**config.mk**
```make
export PLATFORM = sky130hd
export DESIGN_NAME = cubic_interp_resampler_core_flat
export DESIGN_NICKNAME = d
export VERILOG_FILES = /design/src/hdl/cir_pkg.sv /design/src/hdl/cir_in_if.sv /design/src/hdl/cir_out_if.sv /design/src/hdl/cubic_interp_resampler_core.sv /design/src/hdl/cir_ring.sv /design/src/hdl/cir_datapath.sv /design/src/flat_wrapper.sv
export SDC_FILE = /design/constraint.sdc
export NUM_CORES = 2
export LEC_CHECK = 0
export CAP_MARGIN = 25
export CORE_AREA = 2 2 373 375
export DETAILED_ROUTE_END_ITERATION = 8
export DIE_AREA = 0 0 375 377
export DONT_BUFFER_PORTS = 1
export GPL_TIMING_DRIVEN = 0
export PLACE_DENSITY = 0.48
export REMOVE_ABC_BUFFERS = 1
export SETUP_SLACK_MARGIN = 0.15
export SLEW_MARGIN = 30
export SYNTH_ARGS = -nofsm -noshare
export SYNTH_HDL_FRONTEND = slang
export SYNTH_SLANG_ARGS = --single-unit
```
**constraint.sdc**
```tcl
create_clock -name clk_i -period 8.9 [get_ports clk_i]
set_input_delay 0.445 -clock clk_i [delete_from_list [all_inputs] [get_ports clk_i]]
set_output_delay 0.445 -clock clk_i [all_outputs]
set_load 0.005 [all_outputs]
```
**src/hdl/cir_pkg.sv**
```systemverilog
package cir_pkg;

  localparam int RingDepth = 12;
  localparam int PtrW      = $clog2(RingDepth);
  localparam int CntW      = $clog2(RingDepth + 1);
  localparam int IdxW      = $clog2(2 * RingDepth + 4);

  localparam int SampleW   = 16;
  localparam int RateW     = 24;
  localparam int RateFracW = 20;
  localparam int PhaseW    = 25;
  localparam int FracW     = 15;
  localparam int DropW     = PhaseW - FracW;
  localparam int StepW     = RateW + 1;
  localparam int StepShift = RateFracW - FracW;
  localparam int HalfLsb   = 16;

  localparam int NumTaps   = 4;
  localparam int TapW      = $clog2(NumTaps);
  localparam int RdCntW    = $clog2(NumTaps + 1);
  localparam int MinFill   = 4;
  localparam int BusyFill  = 8;

  // datapath widths: accumulator, second multiplier operand, product
  localparam int AccW      = 21;
  localparam int MulBW     = 17;
  localparam int ProdW     = AccW + MulBW;
  localparam int HalfOne   = 32768;

  // truncating divide of (65536 - p) by six through a reciprocal
  localparam int Div6InW   = 17;
  localparam int Div6MulW  = 16;
  localparam int Div6Shift = 18;
  localparam int RecipW    = Div6InW + Div6MulW;
  localparam int Div6Num   = 65536;
  localparam logic [Div6MulW-1:0] Div6Mul = 16'd43691;

  localparam logic signed [AccW-1:0]    AccSatHi  = AccW'(32767);
  localparam logic signed [AccW-1:0]    AccSatLo  = AccW'(-32768);
  localparam logic signed [SampleW-1:0] SampleMax = 16'sh7fff;
  localparam logic signed [SampleW-1:0] SampleMin = 16'sh8000;

  typedef enum logic [1:0] {
    KindPush  = 2'd0,
    KindPop   = 2'd1,
    KindClear = 2'd2
  } kind_e;

  typedef enum logic [2:0] {
    StIdle,
    StRead,
    StDiff,
    StMul,
    StOut
  } state_e;

  typedef enum logic [1:0] {
    MulCubic,
    MulQuad,
    MulLin
  } mul_sel_e;

  typedef struct packed {
    logic            cap_en;
    logic [TapW-1:0] cap_idx;
    logic            load_diff;
    logic            mul_en;
    mul_sel_e        mul_sel;
  } cir_dp_ctrl_t;

endpackage

```
**src/hdl/cir_in_if.sv**
```systemverilog
interface cir_in_if import cir_pkg::*; ();
  logic                      valid;
  logic                      ready;
  logic [1:0]                kind;
  logic signed [SampleW-1:0] sample_in;
  logic [RateW-1:0]          rate_fx;

  modport source (output valid, kind, sample_in, rate_fx, input ready);
  modport sink (input valid, kind, sample_in, rate_fx, output ready);
endinterface

```
**src/hdl/cir_out_if.sv**
```systemverilog
interface cir_out_if import cir_pkg::*; ();
  logic                      valid;
  logic                      ready;
  logic signed [SampleW-1:0] sample_out;
  logic                      starved;

  modport source (output valid, sample_out, starved, input ready);
  modport sink (input valid, sample_out, starved, output ready);
endinterface

```
**src/hdl/cubic_interp_resampler_core.sv**
```systemverilog
// Cubic Newton-form audio resampler over a twelve-sample ring. Push and clear
// items complete as they are accepted. A pop that finds fewer than four samples
// after dropping the consumed ones goes straight to the output step and returns
// zero with starved set. A full pop steps through accepting and dropping,
// fetching the four oldest samples through the ring memory's single registered
// read port, forming the differences, three passes through the one shared
// multiplier, and saturating into the result register.
// The result register lets pushes be accepted while a result waits; a pop
// holds at its last step until the previous result has been taken.
module cubic_interp_resampler_core import cir_pkg::*; (
  input logic       clk_i,
  input logic       rst_ni,
  cir_in_if.sink    in_i,
  cir_out_if.source out_o
);

  state_e                    state_q, state_d;
  logic [PtrW-1:0]           wptr_q;
  logic [CntW-1:0]           fill_q;
  logic [PhaseW-1:0]         phase_q;
  logic [RateW-1:0]          rate_q;
  logic [RdCntW-1:0]         rd_cnt_q;
  mul_sel_e                  mul_q;
  logic                      starved_q;
  logic                      out_valid_q;
  logic signed [SampleW-1:0] out_sample_q;
  logic                      out_starved_q;

  logic                      in_ready;
  logic                      in_fire;
  logic                      is_push, is_pop, is_clear;
  logic                      out_free;
  logic                      out_load;
  logic                      ring_we;
  logic [DropW-1:0]          drop;
  logic [DropW-1:0]          fill_ext;
  logic [CntW-1:0]           fill_drop;
  logic                      pop_starve;
  logic [IdxW-1:0]           base_sum, base, idx_sum, idx;
  logic [PtrW-1:0]           raddr;
  logic signed [SampleW-1:0] rdata;
  logic signed [AccW-1:0]    acc;
  logic signed [SampleW-1:0] sat_sample;
  logic [StepW-1:0]          step;
  cir_dp_ctrl_t              dp_ctrl;

  assign in_fire  = in_i.valid && in_ready;
  assign out_free = !out_valid_q || out_o.ready;

  always_comb begin
    is_push  = 1'b0;
    is_pop   = 1'b0;
    is_clear = 1'b0;
    unique case (in_i.kind)
      KindPush:  is_push  = 1'b1;
      KindPop:   is_pop   = 1'b1;
      KindClear: is_clear = 1'b1;
      default: ;
    endcase
  end

  assign drop       = phase_q[PhaseW-1:FracW];
  assign fill_ext   = DropW'(fill_q);
  assign fill_drop  = (drop > fill_ext) ? '0 : CntW'(fill_ext - drop);
  assign pop_starve = fill_drop < CntW'(MinFill);

  // oldest held sample sits at write pointer minus fill, modulo the depth
  assign base_sum = IdxW'(wptr_q) + IdxW'(RingDepth) - IdxW'(fill_q);
  assign base     = (base_sum >= IdxW'(RingDepth)) ? base_sum - IdxW'(RingDepth) : base_sum;
  assign idx_sum  = base + IdxW'(rd_cnt_q);
  assign idx      = (idx_sum >= IdxW'(RingDepth)) ? idx_sum - IdxW'(RingDepth) : idx_sum;
  assign raddr    = PtrW'(idx);

  always_comb begin
    state_d = state_q;
    unique case (state_q)
      StIdle: begin
        if (in_fire && is_pop) begin
          state_d = pop_starve ? StOut : StRead;
        end
      end
      StRead: begin
        if (rd_cnt_q == RdCntW'(NumTaps)) begin
          state_d = StDiff;
        end
      end
      StDiff: state_d = StMul;
      StMul: begin
        if (mul_q == MulLin) begin
          state_d = StOut;
        end
      end
      StOut: begin
        if (out_free) begin
          state_d = StIdle;
        end
      end
      default: state_d = StIdle;
    endcase
  end

  always_comb begin
    in_ready          = (state_q == StIdle);
    ring_we           = in_fire && is_push;
    out_load          = (state_q == StOut) && out_free;
    dp_ctrl.cap_en    = (state_q == StRead) && (rd_cnt_q != '0);
    dp_ctrl.cap_idx   = TapW'(rd_cnt_q - 1'b1);
    dp_ctrl.load_diff = (state_q == StDiff);
    dp_ctrl.mul_en    = (state_q == StMul);
    dp_ctrl.mul_sel   = mul_q;
  end

  assign in_i.ready = in_ready;

  cir_ring u_ring (
    .clk_i   (clk_i),
    .we_i    (ring_we),
    .waddr_i (wptr_q),
    .wdata_i (in_i.sample_in),
    .raddr_i (raddr),
    .rdata_o (rdata)
  );

  cir_datapath u_datapath (
    .clk_i        (clk_i),
    .ctrl_i       (dp_ctrl),
    .rdata_i      (rdata),
    .phase_frac_i (phase_q[FracW-1:0]),
    .acc_o        (acc)
  );

  // half a phase lsb extra when the ring holds more than eight samples, to drain it
  assign step = {1'b0, rate_q} + ((fill_q > CntW'(BusyFill)) ? StepW'(HalfLsb) : '0);

  always_comb begin
    if (acc > AccSatHi) begin
      sat_sample = SampleMax;
    end else if (acc < AccSatLo) begin
      sat_sample = SampleMin;
    end else begin
      sat_sample = acc[SampleW-1:0];
    end
  end

  always_ff @(posedge clk_i or negedge rst_ni) begin
    if (!rst_ni) begin
      state_q     <= StIdle;
      wptr_q      <= '0;
      fill_q      <= '0;
      phase_q     <= '0;
      rd_cnt_q    <= '0;
      mul_q       <= MulCubic;
      starved_q   <= 1'b0;
      out_valid_q <= 1'b0;
    end else begin
      state_q <= state_d;
      if (ring_we) begin
        wptr_q <= (wptr_q == PtrW'(RingDepth - 1)) ? '0 : wptr_q + 1'b1;
        if (fill_q < CntW'(RingDepth)) begin
          fill_q <= fill_q + 1'b1;
        end
      end
      if (in_fire && is_clear) begin
        wptr_q  <= '0;
        fill_q  <= '0;
        phase_q <= '0;
      end
      if (in_fire && is_pop) begin
        phase_q   <= PhaseW'(phase_q[FracW-1:0]);
        fill_q    <= fill_drop;
        starved_q <= pop_starve;
        rd_cnt_q  <= '0;
      end
      if (state_q == StRead) begin
        rd_cnt_q <= rd_cnt_q + 1'b1;
      end
      if (state_q == StDiff) begin
        mul_q <= MulCubic;
      end
      if (state_q == StMul) begin
        case (mul_q)
          MulCubic: mul_q <= MulQuad;
          MulQuad:  mul_q <= MulLin;
          default:  mul_q <= MulCubic;
        endcase
      end
      if (out_load && !starved_q) begin
        phase_q <= phase_q + PhaseW'(step[StepW-1:StepShift]);
      end
      if (out_load) begin
        out_valid_q <= 1'b1;
      end else if (out_o.ready) begin
        out_valid_q <= 1'b0;
      end
    end
  end

  always_ff @(posedge clk_i) begin
    if (in_fire && is_pop) begin
      rate_q <= in_i.rate_fx;
    end
    if (out_load) begin
      out_sample_q  <= starved_q ? '0 : sat_sample;
      out_starved_q <= starved_q;
    end
  end

  assign out_o.valid      = out_valid_q;
  assign out_o.sample_out = out_sample_q;
  assign out_o.starved    = out_starved_q;

  a_fill_bound : assert property (@(posedge clk_i) disable iff (!rst_ni)
    fill_q <= CntW'(RingDepth) && wptr_q < PtrW'(RingDepth))
    else $error("ring fill or write pointer out of range");

  a_phase_masked : assert property (@(posedge clk_i) disable iff (!rst_ni)
    state_q != StIdle |-> phase_q[PhaseW-1:FracW] == '0)
    else $error("phase integer part not dropped during pop");

  a_result_held : assert property (@(posedge clk_i) disable iff (!rst_ni)
    out_valid_q && !out_o.ready |=> out_valid_q && $stable(out_sample_q))
    else $error("waiting result overwritten");

  a_starved_zero : assert property (@(posedge clk_i) disable iff (!rst_ni)
    out_valid_q && out_starved_q |-> out_sample_q == '0)
    else $error("starved result not zero");

  a_read_before_calc : assert property (@(posedge clk_i) disable iff (!rst_ni)
    state_q == StDiff |-> $past(state_q) == StRead && fill_q >= CntW'(MinFill))
    else $error("differences formed without a full sample fetch");

endmodule

```
**src/hdl/cir_ring.sv**
```systemverilog
module cir_ring import cir_pkg::*; (
  input  logic                      clk_i,
  input  logic                      we_i,
  input  logic [PtrW-1:0]           waddr_i,
  input  logic signed [SampleW-1:0] wdata_i,
  input  logic [PtrW-1:0]           raddr_i,
  output logic signed [SampleW-1:0] rdata_o
);

  logic signed [SampleW-1:0] mem [RingDepth];
  logic signed [SampleW-1:0] rdata_q;

  always_ff @(posedge clk_i) begin
    if (we_i) begin
      mem[waddr_i] <= wdata_i;
    end
  end

  always_ff @(posedge clk_i) begin
    rdata_q <= mem[raddr_i];
  end

  assign rdata_o = rdata_q;

endmodule

```
**src/hdl/cir_datapath.sv**
```systemverilog
module cir_datapath import cir_pkg::*; (
  input  logic                      clk_i,
  input  cir_dp_ctrl_t              ctrl_i,
  input  logic signed [SampleW-1:0] rdata_i,
  input  logic [FracW-1:0]          phase_frac_i,
  output logic signed [AccW-1:0]    acc_o
);

  logic signed [SampleW-1:0] s_q [NumTaps];
  logic signed [AccW-1:0]    t0, t1, t2, t3;
  logic signed [AccW-1:0]    d3, d2, d1;
  logic signed [AccW-1:0]    d3_q, d2_q, d1_q;
  logic signed [MulBW-1:0]   q_q;
  logic signed [MulBW-1:0]   q_pos;
  logic [Div6InW-1:0]        div_n;
  logic [RecipW-1:0]         recip_q;
  logic signed [MulBW-1:0]   p_s;
  logic signed [MulBW-1:0]   h;
  logic signed [AccW-1:0]    mul_a;
  logic signed [MulBW-1:0]   mul_b;
  logic signed [AccW-1:0]    addend;
  logic signed [ProdW-1:0]   prod;
  logic signed [AccW-1:0]    acc_d;
  logic signed [AccW-1:0]    acc_q;

  always_ff @(posedge clk_i) begin
    if (ctrl_i.cap_en) begin
      s_q[ctrl_i.cap_idx] <= rdata_i;
    end
  end

  assign t0 = AccW'(s_q[0]);
  assign t1 = AccW'(s_q[1]);
  assign t2 = AccW'(s_q[2]);
  assign t3 = AccW'(s_q[3]);

  assign d3 = t3 - ((t2 <<< 1) + t2) + ((t1 <<< 1) + t1) - t0;
  assign d2 = t2 - (t1 <<< 1) + t0;
  assign d1 = t1 - t0;

  // (p - 65536) / 6 truncates toward zero, so divide the magnitude and negate
  assign div_n = Div6InW'(Div6Num) - Div6InW'(phase_frac_i);

  always_ff @(posedge clk_i) begin
    recip_q <= div_n * Div6Mul;
  end

  assign q_pos = $signed(MulBW'(recip_q[RecipW-1:Div6Shift]));

  always_ff @(posedge clk_i) begin
    if (ctrl_i.load_diff) begin
      d3_q <= d3;
      d2_q <= d2;
      d1_q <= d1;
      q_q  <= -q_pos;
    end
  end

  // floor((p - 32768) / 2)
  assign p_s = $signed({2'b00, phase_frac_i});
  assign h   = (p_s - MulBW'(HalfOne)) >>> 1;

  always_comb begin
    case (ctrl_i.mul_sel)
      MulCubic: begin
        mul_a  = d3_q;
        mul_b  = q_q;
        addend = d2_q;
      end
      MulQuad: begin
        mul_a  = acc_q;
        mul_b  = h;
        addend = d1_q;
      end
      default: begin
        mul_a  = acc_q;
        mul_b  = p_s;
        addend = t0;
      end
    endcase
  end

  assign prod  = ProdW'(mul_a) * ProdW'(mul_b);
  assign acc_d = AccW'(prod >>> FracW) + addend;

  always_ff @(posedge clk_i) begin
    if (ctrl_i.mul_en) begin
      acc_q <= acc_d;
    end
  end

  assign acc_o = acc_q;

endmodule
```
**src/flat_wrapper.sv**
```systemverilog
// flat-port wrapper written by rule: the top's interface ports become plain ports
module cubic_interp_resampler_core_flat import cir_pkg::*;
  (clk_i, rst_ni, in_i_valid, in_i_kind, in_i_sample_in, in_i_rate_fx, in_i_ready, out_o_valid, out_o_sample_out, out_o_starved, out_o_ready);
  cir_in_if in_i_i ();
  cir_out_if out_o_i ();
  input logic clk_i;
  input logic rst_ni;
  input wire logic [$bits(in_i_i.valid)-1:0] in_i_valid;
  input wire logic [$bits(in_i_i.kind)-1:0] in_i_kind;
  input wire logic [$bits(in_i_i.sample_in)-1:0] in_i_sample_in;
  input wire logic [$bits(in_i_i.rate_fx)-1:0] in_i_rate_fx;
  output wire logic [$bits(in_i_i.ready)-1:0] in_i_ready;
  output wire logic [$bits(out_o_i.valid)-1:0] out_o_valid;
  output wire logic [$bits(out_o_i.sample_out)-1:0] out_o_sample_out;
  output wire logic [$bits(out_o_i.starved)-1:0] out_o_starved;
  input wire logic [$bits(out_o_i.ready)-1:0] out_o_ready;
  assign in_i_i.valid = in_i_valid;
  assign in_i_i.kind = in_i_kind;
  assign in_i_i.sample_in = in_i_sample_in;
  assign in_i_i.rate_fx = in_i_rate_fx;
  assign in_i_ready = in_i_i.ready;
  assign out_o_valid = out_o_i.valid;
  assign out_o_sample_out = out_o_i.sample_out;
  assign out_o_starved = out_o_i.starved;
  assign out_o_i.ready = out_o_ready;
  cubic_interp_resampler_core u_core (.clk_i(clk_i), .rst_ni(rst_ni), .in_i(in_i_i), .out_o(out_o_i));
endmodule
```
* Word-level counts from Yosys, hierarchy flattened
Memories as Yosys holds them, arrays and structs flattened. A register that Yosys moved wholly into a read port is not among the register bits. Index checks and enable logic that the tools add are counted.
Storage, ports and cells: register bits 218, bits in latches 0, RAM bits 256, memory bits (read-only) 0, input bits 46, output and inout port bits 19, word-level logic and storage cells 135, memories kept 2
Operators by class: $add $sub $neg 24, multiply operators 2, div/mod/pow operators 0, order comparisons 8, eq/ne operators 15, shift operators 0, multiplexer cells 39, bitwise gates (word level) 0, reductions and logical operators 26
Memory list:
- u_core.u_ring.mem | depth 12, bits a word 16, read ports 1, clocked after memory_dff 1, write ports 1, line cir_ring.sv:10 | logic signed [SampleW-1:0] mem [RingDepth];
- u_core.u_datapath.s_q | depth 4, bits a word 16, read ports 4, clocked after memory_dff 0, write ports 1, line cir_datapath.sv:9 | logic signed [SampleW-1:0] s_q [NumTaps];
Operator list (count):
- 25-bit 2-to-1 mux | 3
- 21-bit case mux with 2 select lines | 1
- 17-bit by 16-bit adder with 18-bit output | 2
- 21-bit by 17-bit multiplier with 36-bit output | 1
- 4-bit 2-to-1 mux | 9
- 17-bit case mux with 2 select lines | 1
- 17-bit by 16-bit multiplier with 33-bit output (second input constant) | 1
- 24-bit by 25-bit adder with 25-bit output | 1
- 25-bit by 20-bit adder with 25-bit output | 1
- 21-bit adder | 1
- 21-bit by 16-bit > comparator with 1-bit output (second input constant) | 1
- 21-bit by 16-bit < comparator with 1-bit output (second input constant) | 1
- 21-bit 2-to-1 mux | 1
- 3-bit 2-to-1 mux | 7
- 20-bit by 16-bit subtractor with 21-bit output | 1
- 19-bit by 18-bit adder with 20-bit output | 1
- 18-bit by 16-bit adder with 19-bit output | 1
- 16-bit by 18-bit subtractor with 19-bit output | 1
- 16-bit by 17-bit subtractor with 18-bit output | 1
- 15-bit negation with 17-bit output | 1
- 15-bit by 16-bit subtractor with 17-bit output (second input constant) | 1
- 16-bit by 16-bit subtractor with 17-bit output | 1
- 17-bit by 15-bit subtractor with 17-bit output (first input constant) | 1
- 16-bit 2-to-1 mux | 1
- other kinds (38) | 73

* Depth between registers and ports, before layout
depth after elaboration 7, mapped depth 39, gate-level depth less buffers 36

* Modules after synthesis
From an unflattened synthesis, not the netlist that was laid out.
Second synthesis, totals: cells, all modules 3675, area total of the unflattened synthesis 40958.0 µm²
Modules (own cells, without submodules):
- cir_datapath | instances 1, cells an instance 2809, area an instance 28008.1 µm², seq. area each 5074.9 µm²
- cir_ring | instances 1, cells an instance 342, area an instance 7609.8 µm², seq. area each 6085.8 µm²
- cubic_interp_resampler_core | instances 1, cells an instance 524, area an instance 5340.1 µm², seq. area each 2187.1 µm²

* Least setup slack after synthesis
No wires, ideal clock.
path type register -> register, start register u_core.mul_q[1], end register u_core.u_datapath.acc_q[20], in the netlist u_core.u_datapath.acc_o[20] (data pin), library setup time 0.258 ns, arrival time 8.992 ns, data required time 8.642 ns, setup slack -0.350 ns, stages on the path, launching flop included 37, buffers on the path 3, period minus slack after synthesis 9.250 ns, path through dfrtp_1 > nor2_1 > clkbuf_1 > clkbuf_1 > mux2i_1 > clkbuf_1 > nor2_1 > fa_1 > inv_1 > fa_1 > fa_1 > fa_1 > inv_1 > fa_1 > inv_1 > fa_1 > inv_1 > ha_1 > nor4_1 > nand3_1 > a311oi_2 > o21ai_2 > a21oi_1 > o21bai_1 > a21oi_1 > inv_1 > a21oi_1 > xnor2_1 > ha_1 > o21a_1 > o31a_1 > o211a_1 > o31a_1 > o21a_1 > o21a_1 > nor2_1 > xnor2_1
Between the ends: word-level cells in the longest chain between the ends 4, elaborated cells between the ends (all ways) 7, classes of those cells 1 x add/sub; 1 x mul; 1 x eq/ne; 3 x mux; 1 x reduce/logical
RTL lines:
- from (decl) | line cubic_interp_resampler_core.sv:23 | mul_sel_e mul_q;
- from (signal assigned) | line cubic_interp_resampler_core.sv:152 | mul_q <= MulCubic;
- from (signal assigned) | line cubic_interp_resampler_core.sv:178 | mul_q <= MulCubic;
- from (signal assigned) | line cubic_interp_resampler_core.sv:182 | MulCubic: mul_q <= MulQuad;
- 2-bit by 1-bit equality test with 1-bit output or 2-bit logical NOT (tied branches) | line cir_datapath.sv:64 | case (ctrl_i.mul_sel)
- 17-bit case mux with 2 select lines or 21-bit 2-to-1 mux (tied branches) | line cir_datapath.sv:64
- 21-bit by 17-bit multiplier with 36-bit output | line cir_datapath.sv:83 | assign prod = ProdW'(mul_a) * ProdW'(mul_b);
- 21-bit adder (*) | line cir_datapath.sv:84 | assign acc_d = AccW'(prod >>> FracW) + addend;
- net u_core.u_datapath.acc_d[20] | line cir_datapath.sv:23 | logic signed [AccW-1:0] acc_d;
- to (signal assigned) | line cir_datapath.sv:88 | acc_q <= acc_d;
- to (decl) | line cir_datapath.sv:24 | logic signed [AccW-1:0] acc_q;
Mark *: on every way through the listed nets, which the timed path passes. The rest lies on a longest branch. A chain may end at the register's enable or synchronous reset.

* Worst setup path in the final report
start register u_core.mul_q[0], end register u_core.u_datapath.acc_q[20], in the netlist u_core.u_datapath.acc_o[20] (data pin)
The elaborated chain is that of the path after synthesis.

==> run_results.csv <==
group,metric,value,unit
finish,ff_latch_area,13360,um2
detailed_routing,viasPerCell,4.586,
detailed_routing,wl_per_cell,18.20,um
detailed_routing,vias,26065,
clock_network,tritoncts,"built",
timing,hold_viol,0,
synthesis,synth_top_cells_by_count,"717 x inv_1, 517 x fa_1, 388 x edfxtp_1, 348 x ha_1, 302 x nor2_1",
synthesis,yosysSeqAreaShare,32.52,%
synthesis,ys_ff_latch,462,
global_routing,grt_overflow,0,
clock_network,clkTransAtPathRegs,0.06,ns
clock_network,cts_sinks,462,
timing,fmax,113.0,MHz
timing,finalMaxSlewViolations,0,
synthesis,yosysUniqueCellTypes,81,
clock_network,root_buffer,"clkbuf_16",
synthesis,synthArstFlopShare,9.307,%
floorplan,die_y,377,um
setup_path,arrival,9.23,ns
detailed_routing,drt-pass1-iter-count,5,
timing,slew_headroom,37.70,%
finish,multi_input_area,25670,um2
floorplan,initial_core_util,29.96,%
floorplan,die_x,375,um
synthesis,yosys_warnings,0,
place,dp_hpwl,79.53,mm
setup_path,path_class,"flip-flop to flip-flop",
setup_path,critPathRequiredTime,9.28,ns
clock_network,clockBufferDepth,3,
setup_path,worst_setup_path_start_kind,"flip-flop",
timing,worst_slack,0.04770,ns
synthesis,synth_area,41040,um2
synthesis,yosysMostFrequentCell,"inv_1",
global_routing,grt_usage,14.96,%
synthesis,synth-edff-count,388,
detailed_routing,drtIter0Drc,1466,
clock_network,htree_levels,2,
place,dp.cells,5421,
finish,fin_util,34.77,%
finish,nets,4757,
setup_path,path_max_fanout,6,
min_path,hold_path_class,"input pin to flip-flop",
global_routing,grt_start_max_net_pins,44,
synthesis,synth.avg_cell_area,11.15,um2
floorplan,die_area,141400,um2
setup_path,cp-end-kind,"flip-flop",
timing,tightestPinTransition,0.9278,ns
synthesis,synth.area.top_cells,"edfxtp_1 28%, fa_1 25%, ha_1 11%, inv_1 6.6%, nor2_1 2.8%",
detailed_routing,drtAntennaViolNets,0,
place,portBuffers,0,
detailed_routing,routed_wirelength,103.4,mm
place,gp_congestion,0.8198,
synthesis,synth_cells,3680,
finish,fillers,13599,
place,pre_cts_ws,-1.769,ns
setup_path,slowest_stage,"fa_1",
synthesis,synth_top_cell_area_share,28.39,%
finish,drive_gt1_share,12.11,%
timing,setup_viol,0,
timing,finalCriticalPeriod,8.852,ns
timing,finClkSkew,0.05400,ns
clock_network,cts-buffers-inserted,52,
floorplan,core,137000,um2
floorplan,rows,136,
setup_path,max_stage_delay,0.54,ns
timing,period_share,99.46,%
setup_path,critPathMostFrequentCell,"fa_1",
finish,fin_cells,5683,
timing,grt_setup_unrepaired,"yes",
detailed_routing,remaining_drc_errors,0,
global_routing,antenna_found_initial,2,
global_routing,grt_pass1_vias,27606,
run,maxCapViolCount,0,
outcome,status,"completed",
finish,area_growth,16.05,%
global_routing,grt_pass1_wl,163.3,mm
clock_network,clk_latency,0.67,ns
synthesis,synth_area_leader_cell,"edfxtp_1",
synthesis,synth_flop_cell,"edfxtp_1",
floorplan,io_pins,65,
## cell type report
type	count	area share, %
Clock buffer	63	2.840
Inverter	719	5.672
Tap cell	1794	4.713
Multi-Input combinational cell	2426	53.89
Sequential cell	462	28.04
Timing Repair Buffer	185	4.143
Antenna cell	1	0.005254
Clock inverter	33	0.6909
## kinds of logic after synthesis
logic type / Yosys count / synth area share, %
xor+xnor: 169 / 3.625
mux: 157 / 5.497
compound gates: 390 / 6.174
flops: 462 / 32.52
simple gates: 845 / 9.073
buf+inv: 792 / 7.277
fa+ha+maj: 865 / 35.83
## routing by layer
layer / track usage (%) / vias up / wire length, um
met5: 0 / - / 0
met4: 3.507 / 0 / 2539
met3: 2.243 / 113 / 4044
met2: 25.23 / 468 / 49160
met1: 20.20 / 13088 / 47670
li1: - / 12396 / -
## worst max-delay path, delay by kind of cell, from the launching register on
kind | cells | cell delay (ns)
AOI/OAI and AO/OA | 10 | 2.29
buffers and inverters | 10 | 1.03
muxes | 1 | 0.35
DFF | 1 | 0.50
xor gates and xnor gates | 2 | 0.34
and+or+nand+nor | 5 | 0.47
adders and majority gates | 8 | 3.58
## final timing paths
path / startpoint / to / slack (ns) / cells after the start
max: u_core.mul_q[0] / u_core.u_datapath.acc_o[20] / 0.05 / 36
max reg2reg: u_core.mul_q[0] / u_core.u_datapath.acc_o[20] / 0.05 / 36
max in group asynchronous: rst_ni / u_core.phase_q[5] / 8.32 / 2
min reg2reg: u_core.phase_q[24] / u_core.phase_q[24] / 0.47 / 1
min in group asynchronous: rst_ni / u_core.phase_q[9] / 0.34 / 2
min: in_i_kind[1] / u_core.phase_q[14] / 0.07 / 3
## registers in the layout (all words and copies together) (netlist names), 17 cells and up
signal	flops
u_core.u_ring.mem	192
u_core.u_datapath.s_q	64
u_core.phase_q	25
u_core.u_datapath.acc_o	21
u_core.u_datapath.d3_q	21
u_core.rate_q	20
u_core.u_datapath.d2_q	19
u_core.u_datapath.d1_q	17
u_core.u_datapath.q_q	17
## through the flow
| stage | TNS [ns] | instance area (um2) | hold WS [ns] |
|---|---|---|---|
| 6_report | 0 | 47630 | 0.06956 |
| 4_1_cts | -0.03687 | 47290 | 0.02468 |
| 3_3_place_gp | -97.76 | 43000 | 0.1530 |
| 5_1_grt | -0.4705 | 47620 | 0.07477 |
| 2_1_floorplan | -30.75 | 40750 | 0.1494 |
| 3_5_place_dp | -14.80 | 43630 | 0.1525 |
## cell usage in the layout (no fill, tap or decap), types with 24 or more instances in the layout
| master | n |
|---|---|
| inv_1 | 709 |
| fa_1 | 510 |
| edfxtp_1 | 388 |
| ha_1 | 334 |
| nand2_1 | 297 |
| nor2_1 | 293 |
| xnor2_1 | 120 |
| buf_4 | 97 |
| o21ai_0 | 86 |
| a21oi_1 | 85 |
| clkbuf_16 | 52 |
| mux4_2 | 48 |
| o21a_1 | 42 |
| xor2_1 | 41 |
| dfrtp_1 | 40 |
| dlygate4sd3_1 | 38 |
| nor3_1 | 37 |
| nand3_1 | 37 |
| mux2i_1 | 33 |
| a21o_1 | 32 |
| dfxtp_1 | 31 |
| mux2_2 | 24 |
## repair_timing
item | 4_1_cts | 5_1_grt
pin swaps | 62 | 40
hold endpoints to repair | 256 | 0
resized for setup | 113 | 37
gates cloned | 2 | 0
hold buffers | 39 | 0
setup endpoints to repair | 17 | 14
setup buffers | 102 | 22
Power is not shown: default switching activity piles up to over one toggle a cycle in this logic, so the estimate is an artifact.
